$ cat src/sv/bpe_pkg.sv
`default_nettype none
package bpe_pkg;

    localparam int COORD_BITS_DEF = 32;
    localparam int FRAC_BITS_DEF  = 16;
    localparam int NUM_POINTS     = 16;
    localparam int NUM_COORDS     = 3;

    // operation codes of an input request
    localparam logic OP_LOAD = 1'b0;
    localparam logic OP_EVAL = 1'b1;

    // basis_mode register codes
    localparam logic MODE_BEZIER  = 1'b0;
    localparam logic MODE_BSPLINE = 1'b1;

endpackage
`default_nettype wire

$ cat src/sv/bpe_if.sv
`default_nettype none
interface bpe_in_if #(
    parameter int COORD_BITS = bpe_pkg::COORD_BITS_DEF,
    parameter int FRAC_BITS  = bpe_pkg::FRAC_BITS_DEF
);
    logic                         valid;
    logic                         ready;
    logic                         operation;
    logic [3:0]                   point_index;
    logic signed [COORD_BITS-1:0] point_x;
    logic signed [COORD_BITS-1:0] point_y;
    logic signed [COORD_BITS-1:0] point_z;
    logic signed [FRAC_BITS+2:0]  u_param;
    logic signed [FRAC_BITS+2:0]  v_param;

    modport source (
        output valid, operation, point_index, point_x, point_y, point_z,
               u_param, v_param,
        input  ready
    );
    modport sink (
        input  valid, operation, point_index, point_x, point_y, point_z,
               u_param, v_param,
        output ready
    );
endinterface

interface bpe_out_if #(
    parameter int COORD_BITS = bpe_pkg::COORD_BITS_DEF
);
    logic                         valid;
    logic                         ready;
    logic signed [COORD_BITS-1:0] surface_x;
    logic signed [COORD_BITS-1:0] surface_y;
    logic signed [COORD_BITS-1:0] surface_z;

    modport source (output valid, surface_x, surface_y, surface_z, input ready);
    modport sink (input valid, surface_x, surface_y, surface_z, output ready);
endinterface
`default_nettype wire

$ cat src/sv/bicubic_patch_point_evaluator.sv
// Bicubic patch point evaluator.
// i_in carries requests: a load (operation 0) writes control point
// point_index (x, y, z) into a 16-row store; an evaluate (operation 1) clamps
// u_param and v_param to 0..1 and returns the weighted patch point on o_out.
// i_cfg_we/i_cfg_wdata write basis_mode (0 Bezier, 1 uniform B-spline).
// A load gives no result. An evaluate runs on a single
// shared multiplier, each multiply split into an issue and a write-back step:
// basis weights for u then v (6 multiplies each for Bezier, 8 for B-spline),
// then 16 pair weights with 3 coordinate multiply-accumulates each. The
// result goes to the output register after the final step; i_in.ready is
// low from the accepted request until then and returns high together with
// the result, so a new request is taken only once the last one is done.
// The result sits in an output register: while the receiver stalls, loads
// and a new evaluate are still accepted; the next evaluate holds in its
// final cycle until the waiting result is taken.
// Reset marks all control points as zero and selects the Bezier basis.
`default_nettype none
module bicubic_patch_point_evaluator #(
    parameter int COORD_BITS = bpe_pkg::COORD_BITS_DEF,
    parameter int FRAC_BITS  = bpe_pkg::FRAC_BITS_DEF
) (
    input  wire logic  i_clk,
    input  wire logic  i_rst_n,
    input  wire logic  i_cfg_we,
    input  wire logic  i_cfg_wdata,
    bpe_in_if.sink     i_in,
    bpe_out_if.source  o_out
);
    localparam int C     = COORD_BITS;
    localparam int F     = FRAC_BITS;
    localparam int W_W   = F + 2;
    localparam int NW    = F + 6;
    localparam int MA_W  = (C > F + 5) ? C : F + 5;
    localparam int B_W   = F + 8;
    localparam int P_W   = MA_W + B_W + 1;
    localparam int ACC_W = P_W + 4;
    localparam int DIV_K = F + 10;
    localparam logic [B_W-1:0] DIV6_M =
        B_W'(((64'd1 << DIV_K) / 64'd6) + 64'd1);
    localparam logic [F:0] ONE_Q = {1'b1, {F{1'b0}}};

    localparam logic [2:0] S_IDLE  = 3'd0;
    localparam logic [2:0] S_BASIS = 3'd1;
    localparam logic [2:0] S_ACC   = 3'd2;
    localparam logic [2:0] S_FIN   = 3'd3;

    localparam logic [2:0] ST_TT = 3'd0;
    localparam logic [2:0] ST_SS = 3'd1;
    localparam logic [2:0] ST_C  = 3'd2;
    localparam logic [2:0] ST_T3 = 3'd3;
    localparam logic [2:0] ST_W4 = 3'd4;
    localparam logic [2:0] ST_W5 = 3'd5;
    localparam logic [2:0] ST_W6 = 3'd6;
    localparam logic [2:0] ST_W7 = 3'd7;

    logic [2:0]  r_state;
    logic        r_ph;
    logic        r_par;
    logic [2:0]  r_step;
    logic [3:0]  r_ij;
    logic [1:0]  r_k;
    logic        r_mode;
    logic [15:0] r_valid;
    logic        r_out_valid;

    logic [F:0]     r_tu, r_tv;
    logic [W_W-1:0] r_t2, r_s2, r_c, r_t3, r_w;
    logic [W_W-1:0] r_wu [4];
    logic [W_W-1:0] r_wv [4];
    logic signed [P_W-1:0]   r_prod;
    logic signed [ACC_W-1:0] r_acc [3];
    logic signed [C-1:0]     r_ox, r_oy, r_oz;

    logic [3*C-1:0] r_mem [bpe_pkg::NUM_POINTS];
    logic [3*C-1:0] r_row;
    logic           r_row_vld;

    logic in_acc, out_acc;
    logic [F:0] t_cur, s_cur, u_clamp, v_clamp;
    logic [NW-1:0] n1a, n1b, n2a, n2b, n1, n2;
    logic signed [MA_W-1:0] mul_a;
    logic [B_W-1:0] mul_b;
    logic signed [P_W-1:0] mul_p;
    logic [W_W-1:0] rnd_v, div_v;
    logic [2:0] last_step;
    logic [3:0] n_wmask;
    logic [W_W-1:0] n_wd [4];
    logic [1:0] k_sel;
    logic signed [C-1:0] coord;
    logic signed [ACC_W-1:0] prod_ext;
    logic signed [ACC_W-1:0] fin [3];
    logic signed [C-1:0] sat [3];

    function automatic logic [F:0] clamp_p(input logic signed [F+2:0] p);
        logic [F:0] r;
        if (p[F+2]) begin
            r = '0;
        end else if (p[F+1:0] > (F+2)'(ONE_Q)) begin
            r = ONE_Q;
        end else begin
            r = p[F:0];
        end
        return r;
    endfunction

    assign in_acc  = i_in.valid && i_in.ready;
    assign out_acc = r_out_valid && o_out.ready;
    assign i_in.ready = (r_state == S_IDLE);
    assign u_clamp = clamp_p(i_in.u_param);
    assign v_clamp = clamp_p(i_in.v_param);

    assign t_cur = r_par ? r_tv : r_tu;
    assign s_cur = ONE_Q - t_cur;
    assign last_step = (r_mode == bpe_pkg::MODE_BSPLINE) ? ST_W7 : ST_W5;

    // B-spline middle numerators, held at zero where negative
    assign n1a = (NW'(r_t3) << 1) + NW'(r_t3) + (NW'(ONE_Q) << 2);
    assign n1b = (NW'(r_t2) << 2) + (NW'(r_t2) << 1);
    assign n2a = (NW'(r_t2) << 1) + NW'(r_t2) + (NW'(t_cur) << 1) + NW'(t_cur)
               + NW'(ONE_Q);
    assign n2b = (NW'(r_t3) << 1) + NW'(r_t3);
    assign n1  = (n1a > n1b) ? n1a - n1b : '0;
    assign n2  = (n2a > n2b) ? n2a - n2b : '0;

    assign k_sel = r_k - 2'd1;
    assign coord = r_row_vld ? $signed(r_row[k_sel*C +: C]) : '0;

    always_comb begin
        mul_a = '0;
        mul_b = '0;
        if (r_state == S_BASIS) begin
            unique case (r_step)
                ST_TT: begin mul_a = MA_W'(t_cur); mul_b = B_W'(t_cur); end
                ST_SS: begin mul_a = MA_W'(s_cur); mul_b = B_W'(s_cur); end
                ST_C:  begin mul_a = MA_W'(r_s2);  mul_b = B_W'(s_cur); end
                ST_T3: begin mul_a = MA_W'(r_t2);  mul_b = B_W'(t_cur); end
                ST_W4: begin
                    if (r_mode == bpe_pkg::MODE_BSPLINE) begin
                        mul_a = MA_W'(r_c) + MA_W'(3);
                        mul_b = DIV6_M;
                    end else begin
                        mul_a = (MA_W'(t_cur) << 1) + MA_W'(t_cur);
                        mul_b = B_W'(r_s2);
                    end
                end
                ST_W5: begin
                    if (r_mode == bpe_pkg::MODE_BSPLINE) begin
                        mul_a = MA_W'(n1) + MA_W'(3);
                        mul_b = DIV6_M;
                    end else begin
                        mul_a = (MA_W'(r_t2) << 1) + MA_W'(r_t2);
                        mul_b = B_W'(s_cur);
                    end
                end
                ST_W6: begin mul_a = MA_W'(n2) + MA_W'(3);   mul_b = DIV6_M; end
                ST_W7: begin mul_a = MA_W'(r_t3) + MA_W'(3); mul_b = DIV6_M; end
                default: begin mul_a = '0; mul_b = '0; end
            endcase
        end else if (r_state == S_ACC) begin
            if (r_k == 2'd0) begin
                mul_a = MA_W'(r_wu[r_ij[3:2]]);
                mul_b = B_W'(r_wv[r_ij[1:0]]);
            end else begin
                mul_a = MA_W'(coord);
                mul_b = B_W'(r_w);
            end
        end
    end

    assign mul_p = mul_a * $signed({1'b0, mul_b});

    assign rnd_v = W_W'((r_prod + P_W'(ONE_Q >> 1)) >>> F);
    assign div_v = W_W'(r_prod >>> DIV_K);
    assign prod_ext = ACC_W'(r_prod);

    // weight write-back for the current parameter
    always_comb begin
        n_wmask = '0;
        for (int e = 0; e < 4; e++) begin
            n_wd[e] = div_v;
        end
        if (r_state == S_BASIS && r_ph) begin
            unique case (r_step)
                ST_W4: begin
                    if (r_mode == bpe_pkg::MODE_BSPLINE) begin
                        n_wmask = 4'b0001;
                    end else begin
                        n_wmask = 4'b0010;
                        n_wd[1] = rnd_v;
                    end
                end
                ST_W5: begin
                    if (r_mode == bpe_pkg::MODE_BSPLINE) begin
                        n_wmask = 4'b0010;
                    end else begin
                        n_wmask = 4'b1101;
                        n_wd[0] = r_c;
                        n_wd[2] = rnd_v;
                        n_wd[3] = r_t3;
                    end
                end
                ST_W6: n_wmask = 4'b0100;
                ST_W7: n_wmask = 4'b1000;
                default: n_wmask = '0;
            endcase
        end
    end

    // round, floor-shift and saturate each sum
    always_comb begin
        for (int q = 0; q < 3; q++) begin
            fin[q] = (r_acc[q] + $signed(ACC_W'(ONE_Q >> 1))) >>> F;
            if (fin[q] > $signed({{(ACC_W-C+1){1'b0}}, {(C-1){1'b1}}})) begin
                sat[q] = {1'b0, {(C-1){1'b1}}};
            end else if (fin[q] < $signed({{(ACC_W-C+1){1'b1}}, {(C-1){1'b0}}})) begin
                sat[q] = {1'b1, {(C-1){1'b0}}};
            end else begin
                sat[q] = fin[q][C-1:0];
            end
        end
    end

    always_ff @(posedge i_clk) begin
        if (in_acc && i_in.operation == bpe_pkg::OP_LOAD) begin
            r_mem[i_in.point_index] <= {i_in.point_z, i_in.point_y, i_in.point_x};
        end
        r_row <= r_mem[r_ij];
    end

    always_ff @(posedge i_clk) begin
        if (!i_rst_n) begin
            r_state     <= S_IDLE;
            r_ph        <= 1'b0;
            r_par       <= 1'b0;
            r_step      <= '0;
            r_ij        <= '0;
            r_k         <= '0;
            r_mode      <= bpe_pkg::MODE_BEZIER;
            r_valid     <= '0;
            r_out_valid <= 1'b0;
            r_row_vld   <= 1'b0;
        end else begin
            r_row_vld <= r_valid[r_ij];
            if (i_cfg_we) begin
                r_mode <= i_cfg_wdata;
            end
            // load a finished result, or drop the one just taken
            if (r_state == S_FIN && (!r_out_valid || o_out.ready)) begin
                r_out_valid <= 1'b1;
            end else if (out_acc) begin
                r_out_valid <= 1'b0;
            end
            unique case (r_state)
                S_IDLE: begin
                    if (in_acc) begin
                        if (i_in.operation == bpe_pkg::OP_LOAD) begin
                            r_valid[i_in.point_index] <= 1'b1;
                        end else begin
                            r_state <= S_BASIS;
                            r_ph    <= 1'b0;
                            r_par   <= 1'b0;
                            r_step  <= '0;
                        end
                    end
                end
                S_BASIS: begin
                    r_ph <= ~r_ph;
                    if (r_ph) begin
                        if (r_step == last_step) begin
                            r_step <= '0;
                            r_par  <= 1'b1;
                            if (r_par) begin
                                r_state <= S_ACC;
                                r_ij    <= '0;
                                r_k     <= '0;
                            end
                        end else begin
                            r_step <= r_step + 3'd1;
                        end
                    end
                end
                S_ACC: begin
                    r_ph <= ~r_ph;
                    if (r_ph) begin
                        // r_k wraps to zero after the last coordinate
                        r_k <= r_k + 2'd1;
                        if (r_k == 2'd3) begin
                            if (r_ij == 4'd15) begin
                                r_state <= S_FIN;
                            end else begin
                                r_ij <= r_ij + 4'd1;
                            end
                        end
                    end
                end
                S_FIN: begin
                    // hold until the previous result has left
                    if (!r_out_valid || o_out.ready) begin
                        r_state <= S_IDLE;
                    end
                end
                default: r_state <= S_IDLE;
            endcase
        end
    end

    always_ff @(posedge i_clk) begin
        if (in_acc && i_in.operation == bpe_pkg::OP_EVAL) begin
            r_tu <= u_clamp;
            r_tv <= v_clamp;
            for (int q = 0; q < 3; q++) begin
                r_acc[q] <= '0;
            end
        end
        if (!r_ph) begin
            r_prod <= mul_p;
        end
        if (r_state == S_BASIS && r_ph) begin
            unique case (r_step)
                ST_TT: r_t2 <= rnd_v;
                ST_SS: r_s2 <= rnd_v;
                ST_C:  r_c  <= rnd_v;
                ST_T3: r_t3 <= rnd_v;
                default: r_t2 <= r_t2;
            endcase
        end
        for (int e = 0; e < 4; e++) begin
            if (n_wmask[e]) begin
                if (r_par) begin
                    r_wv[e] <= n_wd[e];
                end else begin
                    r_wu[e] <= n_wd[e];
                end
            end
        end
        if (r_state == S_ACC && r_ph) begin
            if (r_k == 2'd0) begin
                r_w <= rnd_v;
            end else begin
                r_acc[k_sel] <= r_acc[k_sel] + prod_ext;
            end
        end
        if (r_state == S_FIN && (!r_out_valid || o_out.ready)) begin
            r_ox <= sat[0];
            r_oy <= sat[1];
            r_oz <= sat[2];
        end
    end

    assign o_out.valid     = r_out_valid;
    assign o_out.surface_x = r_ox;
    assign o_out.surface_y = r_oy;
    assign o_out.surface_z = r_oz;

    a_eval_starts: assert property (@(posedge i_clk) disable iff (!i_rst_n)
        (in_acc && i_in.operation == bpe_pkg::OP_EVAL) |=> (r_state == S_BASIS))
        else $error("evaluate request did not start the basis sequence");

    a_load_stays_idle: assert property (@(posedge i_clk) disable iff (!i_rst_n)
        (in_acc && i_in.operation == bpe_pkg::OP_LOAD) |=> (r_state == S_IDLE))
        else $error("load request left the idle state");

    a_result_from_fin: assert property (@(posedge i_clk) disable iff (!i_rst_n)
        $rose(r_out_valid) |-> ($past(r_state) == S_FIN))
        else $error("result appeared outside the final step");

    a_pair_weight_range: assert property (@(posedge i_clk) disable iff (!i_rst_n)
        (r_state == S_ACC && r_k != 2'd0) |-> (r_w <= W_W'(ONE_Q)))
        else $error("pair weight above one");

    a_basis_to_acc: assert property (@(posedge i_clk) disable iff (!i_rst_n)
        (r_state == S_BASIS && !r_par) |=> (r_state == S_BASIS))
        else $error("accumulation began before the second parameter");

endmodule
`default_nettype wire

$ cat src/flat_wrapper.sv
// flat-port wrapper written by rule: the top's interface ports become plain ports
module bicubic_patch_point_evaluator_flat 
#(
    parameter int COORD_BITS = bpe_pkg::COORD_BITS_DEF,
    parameter int FRAC_BITS  = bpe_pkg::FRAC_BITS_DEF
)
  (i_clk, i_rst_n, i_cfg_we, i_cfg_wdata, i_in_valid, i_in_operation, i_in_point_index, i_in_point_x, i_in_point_y, i_in_point_z, i_in_u_param, i_in_v_param, i_in_ready, o_out_valid, o_out_surface_x, o_out_surface_y, o_out_surface_z, o_out_ready);
  bpe_in_if #(.COORD_BITS(COORD_BITS), .FRAC_BITS(FRAC_BITS)) i_in_i ();
  bpe_out_if #(.COORD_BITS(COORD_BITS)) o_out_i ();
  input  wire logic i_clk;
  input  wire logic i_rst_n;
  input  wire logic i_cfg_we;
  input  wire logic i_cfg_wdata;
  input wire logic [$bits(i_in_i.valid)-1:0] i_in_valid;
  input wire logic [$bits(i_in_i.operation)-1:0] i_in_operation;
  input wire logic [$bits(i_in_i.point_index)-1:0] i_in_point_index;
  input wire logic [$bits(i_in_i.point_x)-1:0] i_in_point_x;
  input wire logic [$bits(i_in_i.point_y)-1:0] i_in_point_y;
  input wire logic [$bits(i_in_i.point_z)-1:0] i_in_point_z;
  input wire logic [$bits(i_in_i.u_param)-1:0] i_in_u_param;
  input wire logic [$bits(i_in_i.v_param)-1:0] i_in_v_param;
  output wire logic [$bits(i_in_i.ready)-1:0] i_in_ready;
  output wire logic [$bits(o_out_i.valid)-1:0] o_out_valid;
  output wire logic [$bits(o_out_i.surface_x)-1:0] o_out_surface_x;
  output wire logic [$bits(o_out_i.surface_y)-1:0] o_out_surface_y;
  output wire logic [$bits(o_out_i.surface_z)-1:0] o_out_surface_z;
  input wire logic [$bits(o_out_i.ready)-1:0] o_out_ready;
  assign i_in_i.valid = i_in_valid;
  assign i_in_i.operation = i_in_operation;
  assign i_in_i.point_index = i_in_point_index;
  assign i_in_i.point_x = i_in_point_x;
  assign i_in_i.point_y = i_in_point_y;
  assign i_in_i.point_z = i_in_point_z;
  assign i_in_i.u_param = i_in_u_param;
  assign i_in_i.v_param = i_in_v_param;
  assign i_in_ready = i_in_i.ready;
  assign o_out_valid = o_out_i.valid;
  assign o_out_surface_x = o_out_i.surface_x;
  assign o_out_surface_y = o_out_i.surface_y;
  assign o_out_surface_z = o_out_i.surface_z;
  assign o_out_i.ready = o_out_ready;
  bicubic_patch_point_evaluator #(.COORD_BITS(COORD_BITS), .FRAC_BITS(FRAC_BITS)) u_core (.i_clk(i_clk), .i_rst_n(i_rst_n), .i_cfg_we(i_cfg_we), .i_cfg_wdata(i_cfg_wdata), .i_in(i_in_i), .o_out(o_out_i));
endmodule
$ cat config.mk
export PLATFORM = sky130hd
export DESIGN_NAME = bicubic_patch_point_evaluator_flat
export DESIGN_NICKNAME = d
export VERILOG_FILES = /design/src/sv/bpe_pkg.sv /design/src/sv/bpe_if.sv /design/src/sv/bicubic_patch_point_evaluator.sv /design/src/flat_wrapper.sv
export SDC_FILE = /design/constraint.sdc
export NUM_CORES = 2
export LEC_CHECK = 0
export BUFFER_PORTS_ARGS = -buffer_cell sky130_fd_sc_hd__buf_2
export CELL_PAD_IN_SITES_DETAIL_PLACEMENT = 1
export CELL_PAD_IN_SITES_GLOBAL_PLACEMENT = 1
export CORE_ASPECT_RATIO = 1.75
export CORE_UTILIZATION = 35
export DETAILED_ROUTE_END_ITERATION = 16
export PLACE_DENSITY_LB_ADDON = 0.1
export SLEW_MARGIN = 20
export SYNTH_ARGS = -nofsm -noshare
export SYNTH_HDL_FRONTEND = slang
export SYNTH_SLANG_ARGS = --single-unit
export TNS_END_PERCENT = 5
$ cat constraint.sdc
create_clock -name i_clk -period 41.9 [get_ports i_clk]
set_clock_uncertainty 0.15 [all_clocks]
set_input_delay 4.19 -clock i_clk [delete_from_list [all_inputs] [get_ports i_clk]]
set_output_delay 4.19 -clock i_clk [all_outputs]
set_load 0.02 [all_outputs]
# --- Word level (Yosys, flattened, before mapping) ---
# Memory sizes are Yosys's and may differ from the RTL's. A register that Yosys moved wholly into a read port is not among the register bits.
# Index checks and enable logic that the tools add are counted.
word_totals:
  mem_count: 4
  ff_bits: 310
  input_bits: 145
  output_inout_bits: 98
  mem_bits_rw: 1863
memory_table:
  columns: ["memory", "words", "width", "read_ports", "rd_ports_with_merged_regs", "write_ports", "line", "source"]
  rows:
  - ["u_core.r_mem", 16, 96, 1, 1, 1, "bicubic_patch_point_evaluator.sv:74", "logic [3*C-1:0] r_mem [bpe_pkg::NUM_POINTS];"]
  - ["u_core.r_acc", 3, 61, 4, 0, 3, "bicubic_patch_point_evaluator.sv:71", "logic signed [ACC_W-1:0] r_acc [3];"]
  - ["u_core.r_wu", 4, 18, 1, 1, 3, "bicubic_patch_point_evaluator.sv:68", "logic [W_W-1:0] r_wu [4];"]
  - ["u_core.r_wv", 4, 18, 1, 1, 3, "bicubic_patch_point_evaluator.sv:69", "logic [W_W-1:0] r_wv [4];"]
op_classes:
  add_sub_neg: 25
  n_eq_ne: 23
  bitwise: 3
  n_mux: 110
  n_reduce_logical: 38
  magnitude_cmp: 13
  shifts: 1
  multipliers: 1
op_table:
  columns: ["op", "n"]
  rows:
  - ["$mux W32", 9]
  - ["$pmux W32 S8", 1]
  - ["$add A61 B17 Y61 const B", 3]
  - ["$gt A45 B32 Y1 const B", 3]
  - ["$lt A45 B32 Y1 const B", 3]
  - ["$mux W18", 7]
  - ["$pmux W24 S5", 1]
  - ["$mux W24", 4]
  - ["$shiftx A96 B8 Y32", 1]
  - ["$mux W36", 2]
  - ["$mux W72", 1]
  - ["$add A61 B57 Y61", 1]
  - ["$mux W61", 1]
  - ["$reduce_or A61 Y1", 1]
  - ["$add A19 B18 Y20", 3]
  - ["$mul A32 B25 Y57", 1]
  - ["$mux W17", 3]
  - ["$add A22 B2 Y23 const B", 2]
  - ["$gt A22 B22 Y1", 2]
  - ["$mux W22", 2]
  - ["$sub A22 B22 Y22", 2]
  - ["$mux W3", 13]
  - ["$add A18 B2 Y19 const B", 2]
  - ["$gt A18 B17 Y1 const B", 2]
  - ["other kinds (49)", 144]

# --- Longest topological paths before layout ---
depth:
  ltp_word: 10
  mapped_depth: 65
  depth_no_buf: 64

# --- Worst setup path after synthesis ---
# No wires, ideal clock.
synth_timing:
  path_kind: "reg-to-reg"
  startpoint: "reg u_core.r_t2[1]"
  endpoint: "reg u_core.r_prod[55], data pin"
  required_ps: 41483
  setup_ps: 267
  slack_ps: 26917
  path_stages_with_launch: 61
  n_path_buf: 1
  arrival_time_ps: 14566
  period_less_slack_ps: 14983
  cell_sequence: "edfxtp_1 -> ha_1 -> fa_1 -> a21o_1 -> a21oi_1 -> o21ai_0 -> a221oi_1 -> xnor2_1 -> fa_1 -> ha_1 -> ha_1 -> and3_1 -> a211oi_1 -> o21bai_1 -> a21o_1 -> a21o_1 -> xor2_1 -> ha_1 -> (+25 left out) -> inv_1 -> fa_1 -> fa_1 -> inv_1 -> fa_1 -> inv_1 -> ha_1 -> a21oi_1 -> a21boi_0 -> a311o_1 -> nor3b_1 -> a21oi_1 -> a21oi_1 -> a311oi_1 -> o211ai_1 -> a211o_1 -> a2111oi_0 -> nor2_1"
synth_between:
  elab_chain_len: 10
  elab_cells_between_ends: 18
  classes_between: "10 x add/sub; 1 x mul; 2 x order compare; 5 x mux"
synth_lines:
  columns: ["item", "line", "source"]
  rows:
  - ["start, declared", "bicubic_patch_point_evaluator.sv:67", "logic [W_W-1:0] r_t2, r_s2, r_c, r_t3, r_w;"]
  - ["start signal, assigned", "bicubic_patch_point_evaluator.sv:320", "ST_TT: r_t2 <= rnd_v;"]
  - ["start signal, assigned", "bicubic_patch_point_evaluator.sv:324", "default: r_t2 <= r_t2;"]
  - ["$add A19 B18 Y20", "bicubic_patch_point_evaluator.sv:119, bicubic_patch_point_evaluator.sv:151", null]
  - ["$add A22 B18 Y22", "bicubic_patch_point_evaluator.sv:119", "assign n2a = (NW'(r_t2) << 1) + NW'(r_t2) + (NW'(t_cur) << 1) + NW'(t_cur)"]
  - ["$add A22 B17 Y22", "bicubic_patch_point_evaluator.sv:119", null]
  - ["$add A22 B17 Y22", "bicubic_patch_point_evaluator.sv:120", "+ NW'(ONE_Q);"]
  - ["$sub A22 B22 Y22 or $gt A22 B22 Y1 (tied branches)", "bicubic_patch_point_evaluator.sv:123", "assign n2 = (n2a > n2b) ? n2a - n2b : '0;"]
  - ["$mux W22", "bicubic_patch_point_evaluator.sv:123", null]
  - ["$add A22 B2 Y23", "bicubic_patch_point_evaluator.sv:155", "ST_W6: begin mul_a = MA_W'(n2) + MA_W'(3); mul_b = DIV6_M; end"]
  - ["$pmux W32 S8 *", "bicubic_patch_point_evaluator.sv:132", "unique case (r_step)"]
  - ["$mux W32 *", "bicubic_patch_point_evaluator.sv:131", "if (r_state == S_BASIS) begin"]
  - ["$mul A32 B25 Y57 *", "bicubic_patch_point_evaluator.sv:170", "assign mul_p = mul_a * $signed({1'b0, mul_b});"]
  - ["via u_core.mul_p[55]", "bicubic_patch_point_evaluator.sv:83", "logic signed [P_W-1:0] mul_p;"]
  - ["end signal, assigned", "bicubic_patch_point_evaluator.sv:316", "r_prod <= mul_p;"]
  - ["end, declared", "bicubic_patch_point_evaluator.sv:70", "logic signed [P_W-1:0] r_prod;"]
# The timed path passes the listed nets; every way through them passes the cells marked *.
# A chain may end at the register's enable or synchronous reset.

# --- Final worst setup path ---
# Ends and elaborated chain as after synthesis.

==> impl_metrics.json <==
{
  "initial_core_util": 0.352,
  "post-route-min-period_ns": 18.33,
  "cp_top_family": "compound AO/OA/AOI/OAI gates",
  "max_cap_viol_count": 0,
  "cp_max_fo": 11,
  "cts.path.max_buffers": 4,
  "dp_hpwl_mm": 333,
  "chipWidth_microns": 460,
  "overflow": 0,
  "synthArstFlopShare": 0,
  "drv_slew": 0,
  "crit_path_start_kind": "flip-flop",
  "holdPathStages": 1,
  "path_buf_inv": 4,
  "reg2reg_to": "u_core.r_prod[55]",
  "grt_max_degree": 117,
  "synthCells": 9197,
  "power.density_mw_per_mm2": 45.2,
  "cts-buffers-inserted": 233,
  "crit_top_cell": "fa_1",
  "portBuffers": 242,
  "tightest_slew_ns": 1.25,
  "core_sq_mm": 0.364,
  "vdd_drop_max_mv": 0.0390,
  "hold_viol_final": 0,
  "timing.reg2reg.setup_slack_ns": 23.57,
  "synth_edf_count": 2201,
  "reg2regPathDepth": 59,
  "drive_gt1_frac": 0.161,
  "cp_slowest_stage_delay_ns": 0.93,
  "clockRootBuffer": "clkbuf_16",
  "drt_iter0_markers": 5143,
  "cts_sinks": 2333,
  "syn_area_per_cell_sq_um": 14.0,
  "power.leakage_uw": 0.0521,
  "core.rowCount": 293,
  "wl_per_cell_microns": 31.8,
  "gp_routability_congestion": 0.909,
  "synth_seq_area_share": 0.536,
  "critPathSlowestCell": "nor2_1",
  "ys_types": 115,
  "synth_ff_type": "edfxtp_1",
  "grt_pass1_vias": 88500,
  "clock.fmax_mhz": 54.6,
  "worstSetupPathType": "flip-flop to flip-flop",
  "period_share": 0.437,
  "ys_warn_count": 0,
  "hp-class": "flip-flop to flip-flop",
  "first_pass_iters": 7,
  "setup_viol": 0,
  "endpoint_kind": "flip-flop",
  "cts_tree": "built",
  "reg2reg_from": "u_core.r_t2[1]",
  "netlist_area_sq_mm": 0.128,
  "synth-seq-cells": 2333,
  "final_common_cell": "edfxtp_1",
  "syn_to_final_growth_pct": 12.2,
  "tns_ns": 0,
  "vias": 79000,
  "grt_usage": 0.253,
  "cts_resized": 0,
  "slew_headroom": 0.161,
  "wirelength_mm": 464,
  "die_height_microns": 803,
  "ctsHoldBuffers": 0,
  "min-delay-start": "u_core.r_valid[11]",
  "antenna_left": 0,
  "dpl-instance-area_sq_mm": 0.136,
  "fin_area_sq_mm": 0.144,
  "dieArea_sq_mm": 0.369,
  "clk_pin_slew_ns": 0.06,
  "layout_common_cells": "edfxtp_1 (2,201), inv_1 (1,125), nand2_1 (720)",
  "grt_setup_unrepaired": "false",
  "hold_end": "u_core.r_valid[11]",
  "via_per_inst": 5.40,
  "required_ns": 42.42,
  "postCtsSetupBuffers": 0,
  "clk_latency_ns": 0.93,
  "htree_levels": 4,
  "antenna_found_initial": 47,
  "status": "finished clean",
  "cp.arrival_ns": 18.85,
  "io_pins": 243,
  "grt_pass1_wl_mm": 660,
  "post-route-drc-count": 0,
  "nNetsFinal": 10800
}
## registers in the layout, summed over array words and instances (netlist names), 57 cells and up, named ones only
name           count
u_core.r_mem    1536
u_core.r_prod     57
u_core.r_acc     244
u_core.r_wv       72
u_core.r_row      96
u_core.r_wu       72
## synth_stat cells, types with 64 or more instances
library cell | instances | area share
a21o_1 | 109 | 0.0064
nor3_1 | 102 | 0.0040
xnor2_1 | 224 | 0.015
inv_1 | 1126 | 0.033
ha_1 | 449 | 0.044
nor2_1 | 566 | 0.017
nand2_1 | 726 | 0.021
mux4_2 | 582 | 0.10
nor2b_1 | 69 | 0.0034
a21oi_1 | 275 | 0.011
dfxtp_1 | 132 | 0.021
o21ai_0 | 294 | 0.011
and2_1 | 90 | 0.0044
fa_1 | 709 | 0.11
xor2_1 | 163 | 0.011
clkbuf_1 | 285 | 0.0083
edfxtp_1 | 2201 | 0.51
and3_1 | 69 | 0.0034
nand4_1 | 64 | 0.0031
nand3_1 | 167 | 0.0065
## per-stage QoR
stage | power, uW | hold WS, ns | instances | setup slack, ns | utilization
2_1_floorplan | 3750 | 0.285 | 9225 | 26.92 | -
3_3_place_gp | 4410 | 0.291 | 14200 | 23.79 | 0.374
3_5_place_dp | 4440 | 0.299 | 14200 | 23.52 | 0.374
4_1_cts | 6580 | 0.314 | 14600 | 23.51 | 0.395
5_1_grt | 6770 | 0.335 | 14600 | 22.49 | 0.395
6_report | 6510 | 0.311 | 14600 | 23.57 | 0.395
## where the power goes
group,switching [uW],internal (uW),total (uW)
clock network,945,1190,2130
logic,1100,528,1630
registers,88.1,2660,2750
## cell type report
cell class                      count  area (sq um)
Clock inverter                    138          1340
Sequential cell                  2333         68800
Fill cell                       37600        220000
Multi-Input combinational cell   5409         54600
Inverter                         1126          4230
Clock buffer                      290          6240
Antenna cell                       13          32.5
Timing Repair Buffer              441          2770
Tap cell                         4867          6090
## worst max path at each step
stage | from | to | slack (ns) | depth (start not counted)
final | u_core.r_t2[1] | u_core.r_prod[55] | 23.57 | 59
after global routing | u_core.r_t2[1] | u_core.r_prod[55] | 22.49 | 61
after CTS | u_core.r_t2[1] | u_core.r_prod[55] | 23.51 | 61
after detailed placement | u_core.r_t2[1] | u_core.r_prod[55] | 23.52 | 61
after global placement | u_core.r_t2[1] | u_core.r_prod[55] | 23.79 | 61
after floorplan | u_core.r_t2[1] | u_core.r_prod[55] | 26.92 | 60
## cell families (layout without fill, tap and decap cells)
| logic type | count (synthesis) | count (layout) | synth area share |
|---|---|---|---|
| DFF | 2333 | 2333 | 0.536 |
| and+or+nand+nor | 2064 | 2064 | 0.0748 |
| buffers and inverters | 1483 | 1995 | 0.0437 |
| adders and majority gates | 1158 | 1158 | 0.154 |
| AOI/OAI and AO/OA | 1103 | 1103 | 0.0561 |
| muxes | 667 | 667 | 0.109 |
| xor gates and xnor gates | 387 | 387 | 0.0264 |
| other | 2 | 43 | 0.0000585 |
## per-layer routing
metal  share of wire  global-route usage
met5         0.00060                   0
met4           0.072               0.152
met3           0.035              0.0310
met2            0.54               0.474
met1            0.35               0.268
(Power assumes the default switching activity.)
